--- config.mk ---
export PLATFORM = sky130hd
export DESIGN_NAME = pali_div
export DESIGN_NICKNAME = d
export VERILOG_FILES = /design/src/sv/pali_pkg.sv /design/src/sv/pali_div.sv
export SDC_FILE = /design/constraint.sdc
export NUM_CORES = 1
export LEC_CHECK = 0
export BUFFER_PORTS_ARGS = -buffer_cell sky130_fd_sc_hd__buf_2
export CORE_MARGIN = 2
export CORE_UTILIZATION = 30
export DETAILED_ROUTE_END_ITERATION = 16
export PLACE_DENSITY = 0.51
export RECOVER_POWER = 50
export SLEW_MARGIN = 25
export SYNTH_ARGS = -nofsm -noshare
export SYNTH_HDL_FRONTEND = slang
export SYNTH_SLANG_ARGS = --single-unit
--- constraint.sdc ---
create_clock -name clk_i -period 4.4 [get_ports clk_i]
set_clock_uncertainty 0.05 [all_clocks]
set_input_delay 0.22 -clock clk_i [delete_from_list [all_inputs] [get_ports clk_i]]
set_output_delay 0.22 -clock clk_i [all_outputs]
set_load 0.005 [all_outputs]
--- src/sv/pali_pkg.sv ---
// ----------------------------------------------------------------------------
// pali_pkg
// Shared constants for the polyline arc-length interpolator.
// ----------------------------------------------------------------------------
`default_nettype none

package pali_pkg;

  localparam int MAX_POINTS = 64;
  localparam int IDX_W      = $clog2(MAX_POINTS);
  localparam int CNT_W      = 7;

  localparam int COORD_W    = 16;
  localparam int FRAC_W     = 17;
  localparam int POS_W      = 24;
  localparam int LEN_W      = 32;

  // square root of (dx^2 + dy^2) << 16, two radicand bits per step
  localparam int SQ_W       = 33;
  localparam int ROOT_W     = 25;
  localparam int RAD_W      = 2 * ROOT_W;
  localparam int SREM_W     = ROOT_W + 2;
  localparam int SQRT_STEPS = ROOT_W;
  localparam int SCNT_W     = $clog2(SQRT_STEPS);

  // offset division: 48-bit product by 32-bit segment, 24 quotient bits
  localparam int PROD_W     = 48;
  localparam int DEN_W      = 32;
  localparam int QUOT_W     = 24;
  localparam int DIV_STEPS  = QUOT_W;
  localparam int DCNT_W     = $clog2(DIV_STEPS);

  localparam logic [1:0] MODE_CLEAR    = 2'd0;
  localparam logic [1:0] MODE_APPEND   = 2'd1;
  localparam logic [1:0] MODE_QUERY    = 2'd2;
  localparam logic [1:0] MODE_RESERVED = 2'd3;

endpackage

`default_nettype wire

--- src/sv/pali_div.sv ---
// ----------------------------------------------------------------------------
// pali_div
// Bit-serial restoring divider for the in-segment offset, one quotient bit
// per cycle. The upper numerator half must be below the divisor.
// ----------------------------------------------------------------------------
`default_nettype none

module pali_div (
  input  wire logic                         clk_i,
  input  wire logic                         rst_ni,
  input  wire logic                         start_i,
  input  wire logic [pali_pkg::PROD_W-1:0]  num_i,
  input  wire logic [pali_pkg::DEN_W-1:0]   den_i,
  output logic                              done_o,
  output logic [pali_pkg::QUOT_W-1:0]       quot_o
);

  logic [pali_pkg::DEN_W-1:0]    r_q, den_q;
  logic [pali_pkg::QUOT_W-1:0]   bits_q, quot_q;
  logic [pali_pkg::DCNT_W-1:0]   cnt_q;
  logic                          busy_q, done_q;

  logic [pali_pkg::DEN_W:0]      r_sh, r_sub;
  logic                          ge;

  assign r_sh  = {r_q, bits_q[pali_pkg::QUOT_W-1]};
  assign ge    = r_sh >= {1'b0, den_q};
  assign r_sub = r_sh - {1'b0, den_q};

  always_ff @(posedge clk_i or negedge rst_ni) begin
    if (!rst_ni) begin
      busy_q <= 1'b0;
      done_q <= 1'b0;
      cnt_q  <= '0;
    end else begin
      done_q <= 1'b0;
      if (start_i) begin
        busy_q <= 1'b1;
        cnt_q  <= '0;
      end else if (busy_q) begin
        cnt_q <= cnt_q + 1'b1;
        if (cnt_q == pali_pkg::DCNT_W'(pali_pkg::DIV_STEPS - 1)) begin
          busy_q <= 1'b0;
          done_q <= 1'b1;
        end
      end
    end
  end

  always_ff @(posedge clk_i) begin
    if (start_i) begin
      r_q    <= num_i[pali_pkg::PROD_W-1 -: pali_pkg::DEN_W];
      bits_q <= {num_i[pali_pkg::PROD_W-pali_pkg::DEN_W-1:0], 8'b0};
      den_q  <= den_i;
      quot_q <= '0;
    end else if (busy_q) begin
      r_q    <= ge ? r_sub[pali_pkg::DEN_W-1:0] : r_sh[pali_pkg::DEN_W-1:0];
      bits_q <= {bits_q[pali_pkg::QUOT_W-2:0], 1'b0};
      quot_q <= {quot_q[pali_pkg::QUOT_W-2:0], ge};
    end
  end

  assign done_o = done_q;
  assign quot_o = quot_q;

endmodule

`default_nettype wire

* After elaboration in Yosys (flattened, before gate mapping)
Cells that the tools add are included. Widths: inputs -> output; s select.
Storage, ports and cells: bits in registers 111, bits of input ports 83, output and inout bits 25, logic and storage cells 25
Operators by class: $add $sub $neg 2, $lt $le $gt $ge 1, eq/ne operators 1, mux-type cells 13, reduce and logical (&&, ||, !) cells 1
Operators with widths (count):
- $mux 32 | 3
- $mux 24 | 2
- $ge 33x32->1 | 1
- $sub 32x32->32 | 1
- $mux 5 | 2
- $mux 1 | 6
- $add 5x1->5 const B | 1
- $eq 5x5->1 const B | 1
- $reduce_bool 2->1 | 1

* Logic depth before layout (Yosys ltp)
depth after elaboration 4, gate-level depth with buffers 14, gate-level depth less buffers 13

* Worst setup path before layout
No wires, ideal clock.
path kind flip-flop to flip-flop, from reg bits_q[23] in the netlist's numbering, to reg r_q[16] in the netlist's numbering (data pin), setup time 260 ps, data arrival time 2752 ps, data required time 4090 ps, slack 1338 ps, stages on the path, launching flop included 14, path buffers 0, period minus slack after synthesis 3062 ps, cell sequence edfxtp_1 inv_1 ha_1 inv_1 fa_1 a21o_1 a221oi_2 o21bai_1 a21o_1 a221oi_1 o21ai_0 xnor2_1 o21ai_0 mux2_2
Between the ends: cells in the longest elaborated chain, start to end 4, elaborated cells on any way between the ends 5
RTL lines:
- start: declaration | line pali_div.sv:19 | logic [pali_pkg::QUOT_W-1:0] bits_q, quot_q;
- start signal: assignment | line pali_div.sv:53 | bits_q <= {num_i[pali_pkg::PROD_W-pali_pkg::DEN_W-1:0], 8'b0};
- start signal: assignment | line pali_div.sv:58 | bits_q <= {bits_q[pali_pkg::QUOT_W-2:0], 1'b0};
- $sub 32x32->32 or $ge 33x32->1 (tied branches) | line pali_div.sv:28, pali_div.sv:27
- $mux 32 * | line pali_div.sv:57 | r_q <= ge ? r_sub[pali_pkg::DEN_W-1:0] : r_sh[pali_pkg::DEN_W-1:0];
- $mux 32 * | line pali_div.sv:56 | end else if (busy_q) begin
- $mux 32 * | line pali_div.sv:51 | if (start_i) begin
- end signal: assignment | line pali_div.sv:52 | r_q <= num_i[pali_pkg::PROD_W-1 -: pali_pkg::DEN_W];
- end signal: assignment | line pali_div.sv:57
- end: declaration | line pali_div.sv:18 | logic [pali_pkg::DEN_W-1:0] r_q, den_q;
Mark *: on every way between the ends. The rest lies on a longest branch, timed or not. The select of a mux whose other input is x is not followed. A chain may end at the register's enable or synchronous reset.

* Final worst setup path
from reg r_q[9] in the netlist's numbering, to reg r_q[18] in the netlist's numbering (data pin)
Between the ends: cells in the longest elaborated chain, start to end 4, elaborated cells on any way between the ends 5
RTL lines (line):
- $sub 32x32->32 or $ge 33x32->1 (tied branches) | pali_div.sv:28, pali_div.sv:27
- $mux 32 * | pali_div.sv:57
- $mux 32 * | pali_div.sv:56
- $mux 32 * | pali_div.sv:51
Marked as above.

==> metrics.csv <==
metric,value,unit
worstPathRequired,4.45,ns
grt_pass1_wl,23300,µm
synth_area_leaders,"edfxtp_1, dfxtp_1, mux2_2, ha_1, mux2i_1",
hold_buffers,33,
postSynthAreaPerCell,10.7,µm²
slew_violations,46,
leakagePower,3.38,nW
drtIter0Drc,194,
postPlaceCellArea,6980,µm²
cts_inserted_buffers,9,
worstSetupEndpointType,flop,
yosysUniqueCellTypes,58,
ant_nets,0,
area.growth.synth_to_final,23.3,%
cts.sink_count,111,
synth_nets,692,
pwr_density_cell,597,nW/µm²
layout_min_cycle_time,3.71,ns
synthArstFlopShare,6.31,%
slew-limit-headroom,-60.1,%
cts_resized,0,
die_h,147,µm
io_pins,108,
synth_edf_count,80,
vias,4536,
tns,0,ns
start_util,30.5,%
ys_ff_latch,111,
die_area,21700,µm²
vias_per_cell,4.61,
grt_overflow,0,
grt_pass1_vias,4707,
crit_type,flop to flop,
rsz0062_at_grt,false,
final_nets,823,
yosysTopAreaCell,edfxtp_1,
status,"finished, violations left",
clkLatencyLatePin,0.36,ns
cts_tree,done,
first_pass_iters,4,
synth_top_area_share,39.0,%
clockBufferDepth,2,
final_cell_area,7590,µm²
routed_wl,13700,µm
grt_max_degree,80,
finalCritPeriodShare,84.4,%
tightestPinTransition,2.40,ns
antenna_found_initial,5,
cts-root-buf,clkbuf_16,
synth_top_flop_cell,edfxtp_1,
post-place-ws,0.677,ns
drc,0,
place_congestion,0.800,
grt_use_total,13.2,%
io_buffers,107,
core,20200,µm²
cts.clk_slew.worst_paths,0.08,ns
wl_per_cell,13.9,µm
postCtsSetupBuffers,0,
h-tree-depth,3,
ys_warn_count,0,
hold_violations,0,
max_cap_viol_count,1,
synth_cells,575,
critPathLaunchType,flop,
yosysSeqAreaShare,49.7,%
violations,"capacitance limit, slew limit",
drive_above_1_share,22.5,%
die_x,147,µm
crit_fanout,35,
synth_area,6150,µm²
finalSetupViolations,0,
arrival,3.77,ns
hold_class,input pin to flop,
max_freq,0.269,GHz
irDropWorstVdd,0.231,mV
rows,52,
dp_hpwl,9930,µm
setup_ws,0.687,ns
-- placed cells by master, fill, tap and decap left out, types with 9 or more instances in the layout --
cell,netlist,routed
a21oi_1,33,33
o21ai_0,42,42
xor2_1,15,15
mux2_2,38,38
inv_1,44,44
mux2i_1,27,27
clkbuf_1,17,13
ha_1,33,33
buf_2,6,94
edfxtp_1,80,80
nand2_1,48,48
a21o_1,16,16
dfxtp_1,24,24
xnor2_1,16,16
clkbuf_16,0,9
dlygate4sd3_1,0,33
nor2_1,54,54
-- flip-flops by register name, indices dropped and copies added, names as in the netlist --
register and flops:
bits_q 16, busy_q 1, den_q 32, cnt_q 5, quot_o 24, done_o 1
r_q 32
-- per-stage QoR --
stage	power, mW	utilization (%)	hold WS (ns)	std cells
finish	4.53	37.6	0.105	984
global route	4.95	37.6	0.0888	981
CTS	4.58	37.7	0.0846	981
detailed placement	3.71	34.6	0.00927	932
global placement	3.69	34.6	0.00763	932
floorplan	3.23	-	-0.126	575
-- synth_stat cells (all sizes together), types with 2 or more instances --
library cell	count
edfxtp	80
nor2	54
nand2	48
inv	44
o21ai	44
mux2	38
a21oi	34
ha	33
mux2i	27
dfxtp	24
clkbuf	17
a21o	16
xnor2	16
xor2	15
buf	8
dfrtp	7
nand3	6
nand4	6
a211oi	5
a31oi	5
nand2b	5
nor3	4
o21bai	4
and3	3
a21boi	2
a221oi	2
nor2b	2
nor3b	2
o211ai	2
o31ai	2
or2	2
-- cell families (layout without fill, tap and decap cells) --
kind of cell | count (synthesis) | in the layout | synth area share, %
and+or+nand+nor | 138 | 138 | 10.0
other | 0 | 3 | 0
buffers and inverters | 69 | 205 | 4.45
adders and majority gates | 34 | 34 | 7.04
xor gates and xnor gates | 31 | 31 | 4.41
DFF | 111 | 111 | 49.7
AOI/OAI and AO/OA | 127 | 127 | 13.0
muxes | 65 | 65 | 11.3
-- routing by layer --
layer  wire length, µm  vias up  track usage, %
met3               826       14            5.00
li1                  -     2319               -
met1              6350     2110            16.9
met5                27        -               0
met2              6320       89            21.5
met4               140        4            2.69
-- critical path: stages (launching register included) --
cell,delay (ns)
edfxtp_1,0.40
ha_1,0.41
a21o_1,0.22
a2111oi_0,0.52
o22a_1,0.36
o31ai_4,0.12
o22ai_4,0.70
buf_4,0.31
o21ai_0,0.11
mux2_2,0.26
-- layout make-up --
cell class                 instances  area, µm²
inverter                          44        165
antenna                            3       7.51
clock buffer                      10        230
sequential                       111       3060
timing repair buffer             145        900
fill                            2070      12600
clock inverter                     6       60.1
tap                              270        338
multi-input combinational        395       2830
-- power breakdown --
part	leakage (nW)	internal [mW]	switching (mW)	total, mW
sequential	1.11	1.40	0.117	1.51
clock	0.146	0.404	0.423	0.827
combinational	2.12	0.994	1.20	2.19
total	3.38	2.79	1.74	4.53
-- final timing paths --
| kind | from | end | slack, ns | cells after the start |
|---|---|---|---|---|
| min reg2reg | quot_o[23] | quot_o[23] | 0.45 | 2 |
| max reg2reg | r_q[9] | r_q[18] | 0.69 | 9 |
| min | num_i[0] | bits_q[8] | 0.11 | 2 |
| max | r_q[9] | r_q[18] | 0.69 | 9 |
| max in group asynchronous | rst_ni | cnt_q[4] | 3.77 | 2 |
| min in group asynchronous | rst_ni | done_o | 0.24 | 2 |
No activity file was read; power rests on OpenSTA's default activity.
