<file path="config.mk">
export PLATFORM = sky130hd
export DESIGN_NAME = pali_sqrt
export DESIGN_NICKNAME = d
export VERILOG_FILES = /design/src/sv/pali_pkg.sv /design/src/sv/pali_sqrt.sv
export SDC_FILE = /design/constraint.sdc
export NUM_CORES = 1
export LEC_CHECK = 0
export ABC_AREA = 0
export BUFFER_PORTS_ARGS = -buffer_cell sky130_fd_sc_hd__buf_2
export CELL_PAD_IN_SITES_DETAIL_PLACEMENT = 2
export CELL_PAD_IN_SITES_GLOBAL_PLACEMENT = 2
export CORE_UTILIZATION = 40
export DETAILED_ROUTE_END_ITERATION = 8
export PLACE_DENSITY = 0.88
export SLEW_MARGIN = 10
export SYNTH_ARGS = -nofsm -noshare
export SYNTH_HDL_FRONTEND = slang
export SYNTH_SLANG_ARGS = --single-unit
</file>
<file path="constraint.sdc">
create_clock -name clk_i -period 6.1 [get_ports clk_i]
set_input_delay 0.305 -clock clk_i [delete_from_list [all_inputs] [get_ports clk_i]]
set_output_delay 0.305 -clock clk_i [all_outputs]
set_load 0.1 [all_outputs]
</file>
<file path="src/sv/pali_pkg.sv">
// ----------------------------------------------------------------------------
// pali_pkg
// Shared constants for the polyline arc-length interpolator.
// ----------------------------------------------------------------------------
`default_nettype none

package pali_pkg;

  localparam int MAX_POINTS = 64;
  localparam int IDX_W      = $clog2(MAX_POINTS);
  localparam int CNT_W      = 7;

  localparam int COORD_W    = 16;
  localparam int FRAC_W     = 17;
  localparam int POS_W      = 24;
  localparam int LEN_W      = 32;

  // square root of (dx^2 + dy^2) << 16, two radicand bits per step
  localparam int SQ_W       = 33;
  localparam int ROOT_W     = 25;
  localparam int RAD_W      = 2 * ROOT_W;
  localparam int SREM_W     = ROOT_W + 2;
  localparam int SQRT_STEPS = ROOT_W;
  localparam int SCNT_W     = $clog2(SQRT_STEPS);

  // offset division: 48-bit product by 32-bit segment, 24 quotient bits
  localparam int PROD_W     = 48;
  localparam int DEN_W      = 32;
  localparam int QUOT_W     = 24;
  localparam int DIV_STEPS  = QUOT_W;
  localparam int DCNT_W     = $clog2(DIV_STEPS);

  localparam logic [1:0] MODE_CLEAR    = 2'd0;
  localparam logic [1:0] MODE_APPEND   = 2'd1;
  localparam logic [1:0] MODE_QUERY    = 2'd2;
  localparam logic [1:0] MODE_RESERVED = 2'd3;

endpackage

`default_nettype wire

</file>
<file path="src/sv/pali_sqrt.sv">
// ----------------------------------------------------------------------------
// pali_sqrt
// Digit-serial integer square root of radicand << 16, one root bit per cycle.
// ----------------------------------------------------------------------------
`default_nettype none

module pali_sqrt (
  input  wire logic                         clk_i,
  input  wire logic                         rst_ni,
  input  wire logic                         start_i,
  input  wire logic [pali_pkg::SQ_W-1:0]    radicand_i,
  output logic                              done_o,
  output logic [pali_pkg::ROOT_W-1:0]       root_o
);

  logic [pali_pkg::RAD_W-1:0]    rad_q;
  logic [pali_pkg::SREM_W-1:0]   rem_q;
  logic [pali_pkg::ROOT_W-1:0]   root_q;
  logic [pali_pkg::SCNT_W-1:0]   cnt_q;
  logic                          busy_q, done_q;

  logic [pali_pkg::SREM_W+1:0]   rem_sh, trial, rem_sub;
  logic                          ge;

  assign rem_sh  = {rem_q, rad_q[pali_pkg::RAD_W-1 -: 2]};
  assign trial   = {2'b00, root_q, 2'b01};
  assign ge      = rem_sh >= trial;
  assign rem_sub = rem_sh - trial;

  always_ff @(posedge clk_i or negedge rst_ni) begin
    if (!rst_ni) begin
      busy_q <= 1'b0;
      done_q <= 1'b0;
      cnt_q  <= '0;
    end else begin
      done_q <= 1'b0;
      if (start_i) begin
        busy_q <= 1'b1;
        cnt_q  <= '0;
      end else if (busy_q) begin
        cnt_q <= cnt_q + 1'b1;
        if (cnt_q == pali_pkg::SCNT_W'(pali_pkg::SQRT_STEPS - 1)) begin
          busy_q <= 1'b0;
          done_q <= 1'b1;
        end
      end
    end
  end

  always_ff @(posedge clk_i) begin
    if (start_i) begin
      rad_q  <= {1'b0, radicand_i, 16'b0};
      rem_q  <= '0;
      root_q <= '0;
    end else if (busy_q) begin
      rad_q  <= {rad_q[pali_pkg::RAD_W-3:0], 2'b00};
      rem_q  <= ge ? rem_sub[pali_pkg::SREM_W-1:0] : rem_sh[pali_pkg::SREM_W-1:0];
      root_q <= {root_q[pali_pkg::ROOT_W-2:0], ge};
    end
  end

  assign done_o = done_q;
  assign root_o = root_q;

endmodule

`default_nettype wire

</file>
; Yosys cells after proc, flatten, opt, wreduce, memory -nomap -nowiden
; Cells that the tools add are included.
[totals]
output_inout_bits = 26
ram_bits = 0
regBits = 93
wordCells = 23
memories = 0
input_bits = 36
mem_bits_ro = 0
latchBits = 0
[op_classes]
div_mod_pow = 0
bitwise_logic = 0
mux = 11
shifts = 0
mul = 0
addsub = 2
order_cmp = 1
reduce_logical = 1
n_eq_ne = 1
[ops]
columns = cell, n
row1 = $mux W49, 2
row2 = $ge A29 B27 Y1, 1
row3 = $mux W27, 1
row4 = $sub A27 B27 Y27, 1
row5 = $mux W5, 2
row6 = $mux W1, 6
row7 = $add A5 B1 Y5 const B, 1
row8 = $eq A5 B5 Y1 const B, 1
row9 = $reduce_bool A2 Y1, 1

; Depth between registers and ports, before layout
; Gate-level depths: netlist of the first run.
[depth]
ltp_word = 4
ltp_mapped = 12
mapped_depth_nobuf = 10

; Worst setup path before layout of the first run
; No wires, ideal clock.
[synth_path]
kind = register to register
from = register root_q (netlist bit root_o[4])
to = register rem_q[24] in the netlist's numbering
synth_period_minus_slack_ns = 3.548
t_required_ns = 5.983
setup_ns = 0.117
arrival_ns = 3.431
stages_incl_launch_ff = 12
path_slack_ns = 2.552
path_buffers = 1
cell_sequence = dfxtp_1 -> inv_1 -> ha_1 -> a21o_1 -> a21o_1 -> a32o_1 -> a2111oi_4 -> nor4_1 -> o31a_1 -> buf_6 -> or2_0 -> a32o_1
[synth_via]
elab_chain_cells = 2
word_cells_on_any_way = 3
classes_between = 1 x add/sub / 1 x order compare / 1 x mux
[synth_lines]
columns = element, line_no
row1 = "start, declared", pali_sqrt.sv:18  ; logic [pali_pkg::ROOT_W-1:0] root_q;
row2 = "start signal, assigned", pali_sqrt.sv:58  ; root_q <= {root_q[pali_pkg::ROOT_W-2:0], ge};
row3 = $sub A27 B27 Y27 or $ge A29 B27 Y1 (tied branches), "pali_sqrt.sv:28, pali_sqrt.sv:27"
row4 = $mux W27 *, pali_sqrt.sv:57  ; rem_q <= ge ? rem_sub[pali_pkg::SREM_W-1:0] : rem_sh[pali_pkg::SREM_W-1:0];
row5 = "end signal, assigned", pali_sqrt.sv:57
row6 = "end, declared", pali_sqrt.sv:17  ; logic [pali_pkg::SREM_W-1:0] rem_q;
; Every way passes the cells marked *; elsewhere a longest branch is shown, timed or not.
; A chain may end at the register's enable or synchronous reset.

; Worst setup path after layout of the first run
[layout_path]
from = register root_q (netlist bit root_o[1])
to = register rem_q[10] in the netlist's numbering
; The elaborated chain is that of the path after synthesis.

==> flow_summary_export.csv, run 1 <==
group,metric,value,unit
placement,hpwl,10900,um
synthesis,mappedNetlistNets,604,
cts,ctsResizeCount,0,
critical_path,r2r_setup_slack,2.23,ns
global_route,overflow,0,
global_route,global_route_wire_length_before_repair,25000,um
cts,postCtsSetupBuffers,0,
worst_hold_path,hold_path_class,"in -> reg",
timing,clock.fmax,258,MHz
routing,final_routed_drc_violation_total,0,
cts,cts-htree-levels,3,
synthesis,syn-instance-count,539,
routing,routedWlPerCell,20.5,um
final_layout,drive_gt1_share,19.9,%
floorplan,die_area,13700,um^2
cts,cts_tree,"built",
final_layout,final_net_count,652,
critical_path,path_max_fanout,16,
routing,drt_pass1_iterations,4,
global_route,grt_max_degree,55,
floorplan,io_pins,62,
synthesis,mappedNetlistArea,5280,um^2
floorplan,core-area,12700,um^2
global_route,first_global_vias,4691,
synthesis,synth.lib_cells_used.distinct,55,
timing,layout_min_cycle_time,3.87,ns
timing,rsz0062_at_grt,"no",
final_layout,regArea,2230,um^2
critical_path,setup.worst_path.end_class,"flip-flop",
floorplan,std_cell_rows,41,
floorplan,start_util,41.5,%
critical_path,critical_path.startpoint,"root_o[1]$_SDFFE_PP0P_",
cts,clk-insertion-delay-late,0.36,ns
routing,totalWireLength,15600,um
critical_path,reg2regPathDepth,11,
cts,tritoncts_buffers,9,
timing,tns,0,ns
critical_path,timing.rr.end,"rem_q[10]$_SDFFE_PP0P_",
synthesis,synth_seq_area_share,42.2,%
final_layout,insertedDiodeCount,0,
timing,setup_viols_final,0,
synthesis,synth-edff-count,33,
floorplan,die_height,117,um
final_layout,multiInputGateArea,2800,um^2
routing,postRouteAntennaNets,0,
critical_path,critical_path_class,"reg -> reg",
cts,clkSinkCount,93,
cts,cts.hold.buffers_added,1,
timing,timing_hold_violations_final,0,
synthesis,ys.flop_type,"sky130_fd_sc_hd__dfxtp_1",
timing,worst_slew_margin_rel,31.1,%
routing,drtIter0Drc,169,
final_layout,syn2layout_area_growth,14.5,%
synthesis,synth_warnings,0,
synthesis,syn_area_per_cell,9.79,um^2
global_route,track_usage,24.5,%
routing,routed-via-count,4213,
flow_run,maxCapViolCount,0,
timing,finalWorstSetupSlack,2.23,ns
placement,place_worst_setup_slack,2.35,ns
cts,clock_tree.buffer_depth,2,
placement,io_buffers,61,
timing,final_max_slew_viol_count,0,
power_and_ir_drop,cellLeakagePower,0.00276,uW
final_layout,layout_common_cells,"sky130_fd_sc_hd__buf_2, sky130_fd_sc_hd__nor2_1, sky130_fd_sc_hd__dfxtp_1",
power_and_ir_drop,post-layout-total-power,3110,uW
critical_path,cp_data_arrival_time,4.07,ns
final_layout,layout_commonest_cell,"sky130_fd_sc_hd__buf_2",
synthesis,flop_and_latch_count_out_of_synthesis,93,
critical_path,timing.critical_path.from_type,"flip-flop",
routing,viasPerCell,5.51,
cts,cts.clk_slew.worst_paths,0.08,ns
synthesis,postSynth.asyncResetShare,7.53,%
outcome,outcome,"finished, final reports clean",
cts,cts.root.buffer_cell,"sky130_fd_sc_hd__clkbuf_16",
power_and_ir_drop,power.density_cell_area,514,nW/um^2
critical_path,timing.critical_path.required,6.30,ns
placement,gp_congestion,0.813,
timing,min_period_over_period,63.4,%
critical_path,endpoint,"rem_q[10]$_SDFFE_PP0P_",
timing,final.setup_skew,0.00967,ns
floorplan,die_x,117,um
final_layout,fillerInstances,1397,
critical_path,r2r_path_start,"root_o[1]$_SDFFE_PP0P_",
global_route,grt_antenna_before_repair,0,
power_and_ir_drop,max-vdd-ir-drop,204,uV
timing,worst_slew_pin_slew,1.03,ns
power by group:
group,internal [uW],switching [uW],total (uW)
logic,693,969,1660
registers,746,79.3,826
clock network,333,284,618
critical path, stage by stage (launching register included):
cell and delay [ns]:
sky130_fd_sc_hd__dfxtp_1 0.38, sky130_fd_sc_hd__inv_1 0.06, sky130_fd_sc_hd__ha_1 0.36, sky130_fd_sc_hd__o21a_1 0.15, sky130_fd_sc_hd__a2bb2oi_1 0.41, sky130_fd_sc_hd__a32o_1 0.28
sky130_fd_sc_hd__a2111oi_4 0.08, sky130_fd_sc_hd__nor4_1 0.35, sky130_fd_sc_hd__o31a_1 0.78, sky130_fd_sc_hd__buf_4 0.42, sky130_fd_sc_hd__mux2i_1 0.29, sky130_fd_sc_hd__a211oi_1 0.12
layout make-up:
class                           count  share of cell area, %
Timing Repair Buffer               66                   5.72
Clock inverter                      7                   1.62
Multi-Input combinational cell    382                   46.3
Sequential cell                    93                   36.9
Inverter                           35                   2.17
Tap cell                          172                   3.56
Clock buffer                        9                   3.73
cell usage after synthesis (all sizes together) (2+ instances only):
cell | number | share of area (%)
nor2 | 57 | 4.1
dfxtp | 53 | 20
mux2i | 49 | 9.3
nand2 | 40 | 2.8
inv | 35 | 2.5
edfxtp | 33 | 19
mux2 | 31 | 6.6
o21ai | 30 | 2.8
ha | 29 | 6.9
a21oi | 18 | 1.8
clkbuf | 17 | 1.2
xnor2 | 16 | 2.7
a21o | 13 | 1.9
buf | 12 | 1.1
xor2 | 11 | 1.8
a211oi | 10 | 1.4
nand3 | 9 | 0.85
dfrtp | 7 | 3.3
o21a | 6 | 0.85
nand4 | 5 | 0.59
nor3 | 5 | 0.47
nand2b | 4 | 0.47
nor4 | 4 | 0.59
o211ai | 4 | 0.57
a31oi | 3 | 0.36
and3 | 3 | 0.36
nor2b | 3 | 0.36
o31a | 3 | 0.50
o31ai | 3 | 0.43
a2111oi | 2 | 0.69
a22o | 2 | 0.33
a32o | 2 | 0.38
and2 | 2 | 0.24
o21bai | 2 | 0.28
o221ai | 2 | 0.33
registers in the layout, indices dropped and copies added, names as in the netlist:
name    flops
cnt_q       5
rad_q      34
root_o     25
done_o      1
rem_q      27
busy_q      1
worst min path at each step:
stage / from / endpoint / slack [ns] / cells after the start
4_1_cts: radicand_i[0] / rad_q[16]$_SDFFCE_PN0P_ / 0.23 / 2
6_report: radicand_i[0] / rad_q[16]$_SDFFCE_PN0P_ / 0.24 / 2
2_1_floorplan: rst_ni / busy_q$_DFF_PN0_ / 0.009 / 0
3_5_place_dp: rst_ni / done_o$_DFF_PN0_ / 0.15 / 1
3_3_place_gp: rst_ni / done_o$_DFF_PN0_ / 0.15 / 1
5_1_grt: radicand_i[1] / rad_q[17]$_SDFFCE_PN0P_ / 0.23 / 2
metrics by stage:
| step | util (%) | area (um^2) | hold slack [ns] | instances |
|---|---|---|---|---|
| floorplan | - | 5280 | 0.00941 | 539 |
| global placement | 44.9 | 5710 | 0.145 | 747 |
| detailed placement | 44.9 | 5710 | 0.145 | 747 |
| CTS | 47.5 | 6040 | 0.227 | 764 |
| global route | 47.5 | 6040 | 0.234 | 764 |
| finish | 47.5 | 6040 | 0.237 | 764 |
metal layers:
metal	wire [um]	GRT usage [%]
met5	0	0
met4	323	9.87
met3	423	4.17
met2	8270	45.8
met1	6610	27.6
cell families after synthesis:
group           Yosys count  synth area share [%]
compound gates          109                  14.2
xor+xnor                 27                  4.48
fa+ha+maj                29                  6.88
buf+inv                  64                  4.79
flops                    93                  42.2
mux                      80                  15.9
simple gates            137                  11.5
No activity file was read; power rests on OpenSTA's default activity.
==> run 2, diff against run 1 <==
--- a/config.mk
+++ b/config.mk
@@ -9,9 +9,9 @@
 export BUFFER_PORTS_ARGS = -buffer_cell sky130_fd_sc_hd__buf_2
 export CELL_PAD_IN_SITES_DETAIL_PLACEMENT = 2
 export CELL_PAD_IN_SITES_GLOBAL_PLACEMENT = 2
-export CORE_UTILIZATION = 40
+export CORE_UTILIZATION = 37
 export DETAILED_ROUTE_END_ITERATION = 8
-export PLACE_DENSITY = 0.88
+export PLACE_DENSITY = 0.82
 export SLEW_MARGIN = 10
 export SYNTH_ARGS = -nofsm -noshare
 export SYNTH_HDL_FRONTEND = slang
==> constraint.sdc (replaced) <==
create_clock -name clk_i -period 3.97 [get_ports clk_i]
set_input_delay 0.1985 -clock clk_i [delete_from_list [all_inputs] [get_ports clk_i]]
set_output_delay 0.1985 -clock clk_i [all_outputs]
set_load 0.1 [all_outputs]
==> run 2 against run 1 <==
Global-route usage is 3.8 points lower. Utilization shrank 4.0 points. Non-clock buffer count did not move. Combinational power up 51%. Critical path depth unchanged. Sequential share of layout area barely moved. Maximum frequency rose by 14%. Final area about the same. Flip-flop and latch count stayed put.
==> flow_summary_export.csv, run 2 (synthesis results as in run 1) <==
group,metric,value,unit
power_and_ir_drop,max-vdd-ir-drop,306,uV
cts,clkSinkCount,93,
critical_path,path_max_fanout,23,
timing,tns,0,ns
timing,min_period_over_period,85.9,%
critical_path,setup.worst_path.end_class,"flip-flop",
timing,rsz0062_at_grt,"no",
routing,drt_pass1_iterations,4,
final_layout,regArea,2230,um^2
final_layout,layout_commonest_cell,"sky130_fd_sc_hd__buf_2",
final_layout,max_flop_register,"rad_q",
timing,setup_viols_final,0,
final_layout,largest_register_ff_count,34,
cts,cts.root.buffer_cell,"sky130_fd_sc_hd__clkbuf_16",
power_and_ir_drop,power.density_cell_area,773,nW/um^2
critical_path,cp_data_arrival_time,3.65,ns
timing,worst_slew_pin_slew,1.02,ns
critical_path,critPathMaxStageDelay,0.46,ns
final_layout,fillerInstances,1496,
routing,drtIter0Drc,167,
floorplan,start_util,38.0,%
global_route,overflow,0,
critical_path,critical_path_class,"reg -> reg",
power_and_ir_drop,cellLeakagePower,0.00275,uW
global_route,grt_antenna_before_repair,0,
cts,clk-insertion-delay-late,0.36,ns
timing,clock.fmax,293,MHz
timing,timing_hold_violations_final,0,
final_layout,finalNonFillerCells,772,
flow_run,maxCapViolCount,0,
cts,ctsResizeCount,0,
final_layout,layout_common_cells,"sky130_fd_sc_hd__buf_2, sky130_fd_sc_hd__nor2_1, sky130_fd_sc_hd__dfxtp_1",
floorplan,die_height,121,um
final_layout,drive_gt1_share,19.6,%
global_route,track_usage,20.7,%
routing,routed-via-count,4159,
final_layout,multiInputGateArea,2800,um^2
power_and_ir_drop,post-layout-total-power,4670,uW
placement,gp_congestion,0.833,
worst_hold_path,hold_path_class,"in -> reg",
floorplan,io_pins,62,
timing,hold-worst-slack,0.136,ns
final_layout,insertedDiodeCount,0,
floorplan,die_x,121,um
floorplan,core-area,13900,um^2
timing,worst_slew_margin_rel,31.9,%
cts,tritoncts_buffers,9,
global_route,grt_max_degree,47,
global_route,first_global_vias,4521,
cts,clock_tree.buffer_depth,2,
routing,routedWlPerCell,18.5,um
timing,final.setup_skew,0.0101,ns
routing,final_routed_drc_violation_total,0,
cts,cts.clk_slew.worst_paths,0.07,ns
final_layout,final_net_count,652,
cts,postCtsSetupBuffers,0,
floorplan,std_cell_rows,43,
routing,totalWireLength,14200,um
placement,hpwl,10400,um
routing,viasPerCell,5.39,
timing,final_max_slew_viol_count,0,
cts,cts-htree-levels,3,
critical_path,cp_cell_sequence,"inv_1 > ha_1 > a21o_1 > a21o_1 > a32o_1 > a2111oi_4 > nor4_1 > o31a_1 > buf_12 > or2_0 > a32o_1",
critical_path,timing.critical_path.required,4.21,ns
final_layout,syn2layout_area_growth,14.4,%
global_route,global_route_wire_length_before_repair,23400,um
outcome,outcome,"finished, final reports clean",
placement,place_inst,755,
critical_path,cp_slowest_cell,"sky130_fd_sc_hd__o31a_1",
timing,layout_min_cycle_time,3.41,ns
placement,io_buffers,61,
critical_path,timing.critical_path.from_type,"flip-flop",
cts,cts_tree,"built",
floorplan,die_area,14700,um^2
routing,postRouteAntennaNets,0,
[run 2: repair_timing]
item | in CTS | in global routing
hold endpoints to repair | 7 | 0
endpoints found under the setup margin | 0 | 0
hold buffers | 1 | 0
[run 2: layout make-up]
| cell class | instances | area share, % |
|---|---|---|
| multi-input combinational | 382 | 46.3 |
| sequential | 93 | 36.9 |
| timing repair buffer | 66 | 5.93 |
| clock buffer | 10 | 3.79 |
| tap | 180 | 3.73 |
| inverter | 35 | 2.18 |
| clock inverter | 6 | 1.12 |
[run 2: report_power, final]
group	internal (uW)	leakage, uW	switching, uW	total, uW
combinational	1090	0.00173	1420	2510
clock	493	0.000142	392	886
sequential	1150	0.000877	121	1270
total	2730	0.00275	1940	4670
[run 2: worst max-delay path: cells and delay by family (launching register included)]
| kind | cells | cell delay [ns] |
|---|---|---|
| AO/OA/AOI/OAI | 6 | 1.86 |
| AND/OR/NAND/NOR | 2 | 0.32 |
| flip-flops | 1 | 0.39 |
| buffers and inverters | 2 | 0.33 |
| adder cells (fa/ha/maj) | 1 | 0.39 |
[run 2: worst paths after layout]
kind / startpoint / end / slack, ns / depth (start not counted)
hold / removal: radicand_i[0] / rad_q[16]$_SDFFCE_PN0P_ / 0.14 / 2
max in group asynchronous: rst_ni / busy_q$_DFF_PN0_ / 3.60 / 2
setup reg to reg: root_o[4]$_SDFFE_PP0P_ / rem_q[24]$_SDFFE_PP0P_ / 0.56 / 11
setup / recovery: root_o[4]$_SDFFE_PP0P_ / rem_q[24]$_SDFFE_PP0P_ / 0.56 / 11
min in group asynchronous: rst_ni / cnt_q[2]$_DFFE_PN0P_ / 0.20 / 2
hold reg to reg: rem_q[22]$_SDFFE_PP0P_ / rem_q[22]$_SDFFE_PP0P_ / 0.48 / 2
[run 2: per-stage QoR]
| stage | setup WS, ns | area [um^2] | utilization (%) |
|---|---|---|---|
| after floorplan | 0.422 | 5280 | - |
| after global placement | 0.743 | 5730 | 41.3 |
| after detailed placement | 0.562 | 5730 | 41.3 |
| after CTS | 0.509 | 6040 | 43.5 |
| after global routing | 0.332 | 6040 | 43.5 |
| final | 0.561 | 6040 | 43.5 |
[run 2: per-layer routing]
layer  up-vias  track usage, %  wire [um]
li1       2007               -          -
met3        17            5.22        560
met4         0            7.02        297
met2        79            36.9       7340
met1      2056            24.0       6050
met5         -               0          0
